**config.mk**
```make
export PLATFORM = sky130hd
export DESIGN_NAME = normalized_entropy_of_counts
export DESIGN_NICKNAME = d
export VERILOG_FILES = /design/src/sv/nec_pkg.sv /design/src/sv/normalized_entropy_of_counts.sv
export SDC_FILE = /design/constraint.sdc
export NUM_CORES = 2
export LEC_CHECK = 0
export BUFFER_PORTS_ARGS = -buffer_cell sky130_fd_sc_hd__buf_2
export CORE_MARGIN = 2
export CORE_UTILIZATION = 25
export CTS_CLUSTER_DIAMETER = 30
export DETAILED_ROUTE_END_ITERATION = 10
export GPL_ROUTABILITY_DRIVEN = 0
export PLACE_DENSITY = 0.46
export SYNTH_ARGS = -nofsm -noshare
export SYNTH_HDL_FRONTEND = slang
export SYNTH_SLANG_ARGS = --single-unit
```
**constraint.sdc**
```tcl
create_clock -name clk_i -period 11.55 [get_ports clk_i]
set_input_delay 0.5775 -clock clk_i [delete_from_list [all_inputs] [get_ports clk_i]]
set_output_delay 0.5775 -clock clk_i [all_outputs]
set_load 0.005 [all_outputs]
```
**src/sv/nec_pkg.sv**
```systemverilog
// Package for the normalized entropy (evenness) block.
// Holds payload structs, field widths and default parameter values.
// No dependencies.
`timescale 1ns / 1ps

package nec_pkg;

  localparam int unsigned DEF_MAX_BINS      = 256;
  localparam int unsigned DEF_LOG_FRAC_BITS = 16;

  localparam int unsigned COUNT_W = 24;   // bin count width
  localparam int unsigned TOTAL_W = 32;   // running total T
  localparam int unsigned WSUM_W  = 56;   // running sum of s*log2(s)
  localparam int unsigned EVEN_W  = 16;   // Q1.15 result
  localparam int unsigned BINS_W  = 9;    // reported bin count

  localparam logic [EVEN_W-1:0] EVEN_ONE = 16'h8000;

  typedef struct packed {
    logic [COUNT_W-1:0] bin_count;
    logic               last_item;
  } in_t;

  typedef struct packed {
    logic [EVEN_W-1:0] evenness;
    logic [BINS_W-1:0] bins_seen;
    logic              overflow;
  } out_t;

endpackage

```
**src/sv/normalized_entropy_of_counts.sv**
```systemverilog
// Normalized Shannon entropy of a stream of bin counts, iterative datapath.
// Depends on nec_pkg; one shared 32x32 multiplier and one shared subtractor.
//
//   Channel | Direction | Handshake              | Payload
//   in      | input     | in_valid_i / in_stall_o | in_data_i  (nec_pkg::in_t)
//   out     | output    | out_valid_o/out_stall_i | out_data_o (nec_pkg::out_t)
//
// Per bin: accept, then log2 via shift normalization (one bit per cycle
// plus a detect step), LOG_FRAC_BITS squaring steps, a result step and a
// multiply-accumulate step; a count of 0 or 1 skips the shifts and squaring.
// End of set adds log2(T), a 56-step restoring divide, log2(n) and a second
// 56-step divide, unless n is 0 or 1 or T is 0.
// Bins beyond MAX_BINS are dropped and set the overflow flag. in_stall_o is high whenever busy.
// The result sits in an output register until transferred; asynchronous reset.
`timescale 1ns / 1ps

module normalized_entropy_of_counts
  import nec_pkg::*;
#(
  parameter int unsigned MAX_BINS      = DEF_MAX_BINS,
  parameter int unsigned LOG_FRAC_BITS = DEF_LOG_FRAC_BITS
) (
  input  logic clk_i,
  input  logic rst_ni,
  input  logic in_valid_i,
  output logic in_stall_o,
  input  in_t  in_data_i,
  output logic out_valid_o,
  input  logic out_stall_i,
  output out_t out_data_o
);

  localparam int unsigned LFB = LOG_FRAC_BITS;
  localparam int unsigned LW  = 5 + LFB;                 // log2 result width
  localparam int unsigned NW  = $clog2(MAX_BINS + 1);    // bin counter width

  // sequencer states
  localparam logic [2:0] S_IDLE  = 3'd0;
  localparam logic [2:0] S_NORM  = 3'd1;
  localparam logic [2:0] S_SQR   = 3'd2;
  localparam logic [2:0] S_LDONE = 3'd3;
  localparam logic [2:0] S_MUL   = 3'd4;
  localparam logic [2:0] S_FIN   = 3'd5;
  localparam logic [2:0] S_DIV   = 3'd6;
  localparam logic [2:0] S_OUT   = 3'd7;

  // what the current log2 / divide is for
  localparam logic [2:0] PH_BIN = 3'd0;
  localparam logic [2:0] PH_TOT = 3'd1;
  localparam logic [2:0] PH_DQ  = 3'd2;
  localparam logic [2:0] PH_N   = 3'd3;
  localparam logic [2:0] PH_DE  = 3'd4;

  logic [2:0]         state_q, state_d;
  logic [2:0]         phase_q, phase_d;
  logic [5:0]         cnt_q, cnt_d;
  logic [31:0]        m_q, m_d;
  logic [4:0]         msb_q, msb_d;
  logic [LFB-1:0]     frac_q, frac_d;
  logic               zero_q, zero_d;
  logic [COUNT_W-1:0] s_q, s_d;
  logic               last_q, last_d;
  logic [TOTAL_W-1:0] tot_q, tot_d;
  logic [WSUM_W-1:0]  wsum_q, wsum_d;
  logic [NW-1:0]      n_q, n_d;
  logic               ovf_q, ovf_d;
  logic [LW-1:0]      lt_q, lt_d;
  logic [LW-1:0]      h_q, h_d;
  logic [32:0]        rem_q, rem_d;
  logic [WSUM_W-1:0]  num_q, num_d;
  logic [31:0]        dvs_q, dvs_d;
  out_t               res_q, res_d;

  // shared multiplier
  logic [31:0]        mul_a, mul_b;
  logic [63:0]        prod;
  logic [32:0]        sq_t;
  logic [LW-1:0]      lg;
  logic [WSUM_W:0]    wsum_sum;
  logic [TOTAL_W:0]   tot_sum;
  // shared subtractor (restoring divide step)
  logic [32:0]        rsh;
  logic               ge;
  logic [WSUM_W-1:0]  quot;
  // control helpers
  logic               log_start;
  logic [31:0]        log_x;
  logic               fin_go;
  logic [EVEN_W-1:0]  fin_ev;
  logic [NW+8:0]      n_ext;

  assign lg    = {msb_q, frac_q};
  assign mul_a = (state_q == S_MUL) ? {{(32-COUNT_W){1'b0}}, s_q} : m_q;
  assign mul_b = (state_q == S_MUL) ? {{(32-LW){1'b0}}, lg} : m_q;
  assign prod  = mul_a * mul_b;
  assign sq_t  = prod[63:31];

  assign wsum_sum = {1'b0, wsum_q} + {1'b0, prod[WSUM_W-1:0]};
  assign tot_sum  = {1'b0, tot_q} + {{(TOTAL_W+1-COUNT_W){1'b0}}, s_q};

  assign rsh  = {rem_q[31:0], num_q[WSUM_W-1]};
  assign ge   = rsh >= {1'b0, dvs_q};
  assign quot = {num_q[WSUM_W-2:0], ge};

  assign n_ext = {9'b0, n_q};

  // sequencer
  always_comb begin
    state_d = state_q;
    phase_d = phase_q;
    cnt_d   = cnt_q;
    m_d     = m_q;
    msb_d   = msb_q;
    frac_d  = frac_q;
    zero_d  = zero_q;
    s_d     = s_q;
    last_d  = last_q;
    tot_d   = tot_q;
    wsum_d  = wsum_q;
    n_d     = n_q;
    ovf_d   = ovf_q;
    lt_d    = lt_q;
    h_d     = h_q;
    rem_d   = rem_q;
    num_d   = num_q;
    dvs_d   = dvs_q;
    res_d   = res_q;
    log_start = 1'b0;
    log_x     = '0;
    fin_go    = 1'b0;
    fin_ev    = '0;

    unique case (state_q)
      S_IDLE: begin
        if (in_valid_i) begin
          s_d    = in_data_i.bin_count;
          last_d = in_data_i.last_item;
          if (n_q >= NW'(MAX_BINS)) begin
            ovf_d   = 1'b1;
            state_d = in_data_i.last_item ? S_FIN : S_IDLE;
          end else begin
            log_start = 1'b1;
            log_x     = {{(32-COUNT_W){1'b0}}, in_data_i.bin_count};
            phase_d   = PH_BIN;
          end
        end
      end
      // shift the leading one up to bit 31
      S_NORM: begin
        if (zero_q) begin
          msb_d   = '0;
          state_d = S_LDONE;
        end else if (m_q[31]) begin
          cnt_d   = 6'(LFB - 1);
          state_d = S_SQR;
        end else begin
          m_d   = {m_q[30:0], 1'b0};
          msb_d = msb_q - 5'd1;
        end
      end
      // one fraction bit per squaring
      S_SQR: begin
        if (sq_t[32]) begin
          m_d    = sq_t[32:1];
          frac_d = {frac_q[LFB-2:0], 1'b1};
        end else begin
          m_d    = sq_t[31:0];
          frac_d = {frac_q[LFB-2:0], 1'b0};
        end
        cnt_d = cnt_q - 6'd1;
        if (cnt_q == '0) state_d = S_LDONE;
      end
      S_LDONE: begin
        unique case (phase_q)
          PH_BIN: state_d = S_MUL;
          PH_TOT: begin
            lt_d    = lg;
            num_d   = wsum_q;
            dvs_d   = tot_q;
            rem_d   = '0;
            cnt_d   = 6'(WSUM_W - 1);
            phase_d = PH_DQ;
            state_d = S_DIV;
          end
          PH_N: begin
            if (lg == '0) begin
              fin_go = 1'b1;
              fin_ev = EVEN_ONE;
            end else begin
              num_d   = {{(WSUM_W-LW-15){1'b0}}, h_q, 15'b0};
              dvs_d   = {{(32-LW){1'b0}}, lg};
              rem_d   = '0;
              cnt_d   = 6'(WSUM_W - 1);
              phase_d = PH_DE;
              state_d = S_DIV;
            end
          end
          default: state_d = S_IDLE;
        endcase
      end
      // accumulate one bin with saturation
      S_MUL: begin
        wsum_d  = wsum_sum[WSUM_W] ? {WSUM_W{1'b1}} : wsum_sum[WSUM_W-1:0];
        tot_d   = tot_sum[TOTAL_W] ? {TOTAL_W{1'b1}} : tot_sum[TOTAL_W-1:0];
        n_d     = n_q + NW'(1);
        state_d = last_q ? S_FIN : S_IDLE;
      end
      S_FIN: begin
        if (n_q == NW'(1)) begin
          fin_go = 1'b1;
          fin_ev = EVEN_ONE;
        end else if (n_q == '0 || tot_q == '0) begin
          fin_go = 1'b1;
          fin_ev = '0;
        end else begin
          log_start = 1'b1;
          log_x     = tot_q;
          phase_d   = PH_TOT;
        end
      end
      // restoring divide, one quotient bit per cycle
      S_DIV: begin
        rem_d = ge ? (rsh - {1'b0, dvs_q}) : rsh;
        num_d = quot;
        cnt_d = cnt_q - 6'd1;
        if (cnt_q == '0) begin
          if (phase_q == PH_DQ) begin
            h_d       = ({{(WSUM_W-LW){1'b0}}, lt_q} > quot)
                        ? (lt_q - quot[LW-1:0]) : '0;
            log_start = 1'b1;
            log_x     = {{(32-NW){1'b0}}, n_q};
            phase_d   = PH_N;
          end else begin
            fin_go = 1'b1;
            fin_ev = (quot > {{(WSUM_W-EVEN_W){1'b0}}, EVEN_ONE}) ? EVEN_ONE
                     : quot[EVEN_W-1:0];
          end
        end
      end
      S_OUT: begin
        if (!out_stall_i) state_d = S_IDLE;
      end
      default: state_d = S_IDLE;
    endcase

    // load the log2 unit
    if (log_start) begin
      m_d     = log_x;
      msb_d   = 5'd31;
      frac_d  = '0;
      zero_d  = log_x <= 32'd1;
      state_d = S_NORM;
    end

    // capture the result and clear the set
    if (fin_go) begin
      res_d.evenness  = fin_ev;
      res_d.bins_seen = n_ext[8:0];
      res_d.overflow  = ovf_q;
      tot_d   = '0;
      wsum_d  = '0;
      n_d     = '0;
      ovf_d   = 1'b0;
      state_d = S_OUT;
    end
  end

  // control state
  always_ff @(posedge clk_i or negedge rst_ni) begin
    if (!rst_ni) begin
      state_q <= S_IDLE;
      phase_q <= PH_BIN;
      cnt_q   <= '0;
      tot_q   <= '0;
      wsum_q  <= '0;
      n_q     <= '0;
      ovf_q   <= 1'b0;
    end else begin
      state_q <= state_d;
      phase_q <= phase_d;
      cnt_q   <= cnt_d;
      tot_q   <= tot_d;
      wsum_q  <= wsum_d;
      n_q     <= n_d;
      ovf_q   <= ovf_d;
    end
  end

  // datapath
  always_ff @(posedge clk_i) begin
    m_q    <= m_d;
    msb_q  <= msb_d;
    frac_q <= frac_d;
    zero_q <= zero_d;
    s_q    <= s_d;
    last_q <= last_d;
    lt_q   <= lt_d;
    h_q    <= h_d;
    rem_q  <= rem_d;
    num_q  <= num_d;
    dvs_q  <= dvs_d;
    res_q  <= res_d;
  end

  assign in_stall_o  = (state_q != S_IDLE);
  assign out_valid_o = (state_q == S_OUT);
  assign out_data_o  = res_q;

endmodule

```
==> flow_metrics.env <==
export IMPL_fin_cells=9566
export IMPL_root_buffer="clkbuf_16"
export IMPL_vias=46684
export IMPL_placed_cell_area_um2=61800
export IMPL_area_growth_pct=16.7
export IMPL_grt_pass1_wl_um=318000
export IMPL_arrival_ns=11.73
export IMPL_grt_max_degree=81
export IMPL_finalWorstSetupSlack_ns=0.323
export IMPL_yosysTopAreaCell="fa_1"
export IMPL_ys_ff_latch=377
export IMPL_whs_ns=0.162
export IMPL_drc=0
export IMPL_globalRouteTotalUtil_pct=18.4
export IMPL_cp_start_kind="flip-flop"
export IMPL_grt_pass1_vias=48253
export IMPL_cts_clk_slew_worst_paths_ns=0.04
export IMPL_cpMaxStageDelayCell="xnor2_1"
export IMPL_final_max_slew_viol_count=0
export IMPL_drive_above_1_share_pct=10.5
export IMPL_synth_cells=6316
export IMPL_synth_edff_count=246
export IMPL_dieWidth_um=479
export IMPL_routed_wl_um=213000
export IMPL_cts_buffers_inserted=104
export IMPL_synth_area_um2=56300
export IMPL_dp_cells=9350
export IMPL_dp_slack_ns=-0.378
export IMPL_h_tree_depth=3
export IMPL_worstMarginPinSlew_ns=1.36
export IMPL_nNetsFinal=7792
export IMPL_path_class="reg2reg"
export IMPL_relSlewSlack_pct=9.28
export IMPL_numPortBuffers=56
export IMPL_yosysSeqAreaShare_pct=18.7
export IMPL_slowest_delay_ns=0.68
export IMPL_crit_fanout=24
export IMPL_dieArea_um2=229000
export IMPL_overflow=0
export IMPL_ant_nets=0
export IMPL_clockBufferDepth=3
export IMPL_period_minus_slack_ns=11.23
export IMPL_die_h_um=479
export IMPL_critPathTopFamily="adder cells"
export IMPL_wl_per_cell_um=22.3
export IMPL_synth_nets=7633
export IMPL_critPathRequiredTime_ns=12.06
export IMPL_critPathCaptureType="flip-flop"
export IMPL_crit_top_cell="fa_1"
export IMPL_max_freq_mhz=89.1
export IMPL_nFillCells=23736
export IMPL_start_util_pct=25.1
export IMPL_outcome="complete, no violations"
export IMPL_via_per_inst=4.88
export IMPL_seq_area_um2=10600
export IMPL_hold_path_class="in2reg"
export IMPL_fin_skew_ns=0.0778
export IMPL_first_iter_violations=4422
export IMPL_synthFlopType="edfxtp_1"
export IMPL_io_pins=57
export IMPL_setup_violations=0
export IMPL_multi_input_area_um2=40600
export IMPL_cap_violations=0
export IMPL_synthTopCellsByArea="fa_1 (32%), edfxtp_1 (13%), ha_1 (8.9%)"
export IMPL_yosysTopAreaCellShare_pct=31.6
export IMPL_coreArea_um2=224000
export IMPL_dpl_hpwl_um=172000
export IMPL_hold_viol=0
export IMPL_cts_tree="built"
export IMPL_cts_sinks=377
export IMPL_post_synth_cell_area_avg_um2=8.92
export IMPL_rows=174
export IMPL_synth_distinct_cells=89
export IMPL_async_flop_share_pct=29.2
export IMPL_antenna_found_initial=21
export IMPL_finalCritPeriodShare_pct=97.2
export IMPL_clock_latency_ns=0.69
export IMPL_fin_area_um2=65700
export IMPL_ys_warn_count=0
export IMPL_dr_pass1_iters=9
export IMPL_critPathBufInv=8
synthesized netlist by cell type (all sizes together) (35+ instances only):
library cell  number
a21o             106
a21oi            361
a31oi             79
and2              69
and3             173
buf               36
clkbuf           290
dfrtp            110
edfxtp           246
fa               889
ha               399
inv             1142
mux2i             35
nand2            804
nand3             96
nand4             50
nor2             477
nor3              70
nor4              35
o211ai            38
o21ai            194
xnor2             87
xor2              80
final cells by class:
cell class / count / share of cell area (%)
Clock buffer: 123 / 4.24
Clock inverter: 74 / 1.18
Inverter: 1144 / 6.53
Timing Repair Buffer: 378 / 4.50
Sequential cell: 377 / 16.1
Multi-Input combinational cell: 4470 / 61.8
Antenna cell: 8 / 0.0305
Tap cell: 2992 / 5.70
cells in the final DEF (no fill, tap or decap), drive strengths merged, types with 79 or more instances in the layout:
cell type and count:
nand2 804, a21o 106, a31oi 79, ha 399, dfrtp 110, fa 889
xor2 80, o21ai 194, nand3 96, inv 1154, clkbuf 123, and3 173
edfxtp 246, a21oi 361, xnor2 87, nor2 477, buf 377
stage by stage:
stage	util (%)	TNS (ns)
finish	29.3	0
global route	29.3	-0.0507
CTS	29.2	0
detailed placement	27.5	-15.99
global placement	27.5	-18.22
floorplan	-	0
metal layers:
metal | global-route usage [%] | vias up | routed length [um]
met5 | 0 | - | 16
met4 | 5.96 | 4 | 8290
met3 | 2.00 | 321 | 12900
met2 | 29.5 | 1720 | 95800
met1 | 25.9 | 23779 | 95900
li1 | - | 20860 | -
sequential cells by signal, indices dropped and copies added, names as in the netlist:
register    flops
out_data_o     26
zero_q          1
s_q            24
m_q            32
last_q          1
cnt_q           6
h_q            21
phase_q         3
wsum_q         56
num_q          56
dvs_q          32
n_q             9
ovf_q           1
rem_q          32
msb_q           5
frac_q         16
lt_q           21
state_q         3
tot_q          32
worst register-to-register path, delay by kind of cell, from the launching register on:
family                     cells  cell delay [ns]
adders and majority gates     10             5.04
and+or+nand+nor               10             2.05
AOI/OAI and AO/OA              7             2.05
DFF                            1             0.36
buffers and inverters          8             0.94
xor gates and xnor gates       1             0.68
repair_timing:
| item | in CTS | in global routing |
|---|---|---|
| cloned | 0 | 1 |
| setup endpoints to repair | 56 | 56 |
| hold endpoints to repair | 48 | 0 |
| hold buffers | 1 | 0 |
| pin swaps | 0 | 4 |
| gates resized for setup | 15 | 39 |
| buffers inserted | 0 | 9 |
kinds of logic after synthesis:
group	Yosys count	share of synthesized area, %
xor+xnor	167	2.64
fa+ha+maj	1288	40.5
simple gates	1890	15.1
mux	55	1.02
flops	377	18.7
compound gates	1069	12.2
buf+inv	1470	9.89
path summary, 6_finish.rpt:
path                          startpoint    endpoint  slack, ns  depth (start not counted)
min reg2reg                     cnt_q[1]    cnt_q[1]       0.56                          2
max reg2reg                   state_q[0]  wsum_q[50]       0.32                         36
min in group asynchronous         rst_ni  wsum_q[10]       0.48                          2
max in group asynchronous         rst_ni    tot_q[7]       9.60                          3
max                           state_q[0]  wsum_q[50]       0.32                         36
min                        in_data_i[15]     s_q[14]       0.16                          1
Power is not shown: default switching activity piles up to over one toggle a cycle in this logic, so the estimate is an artifact.
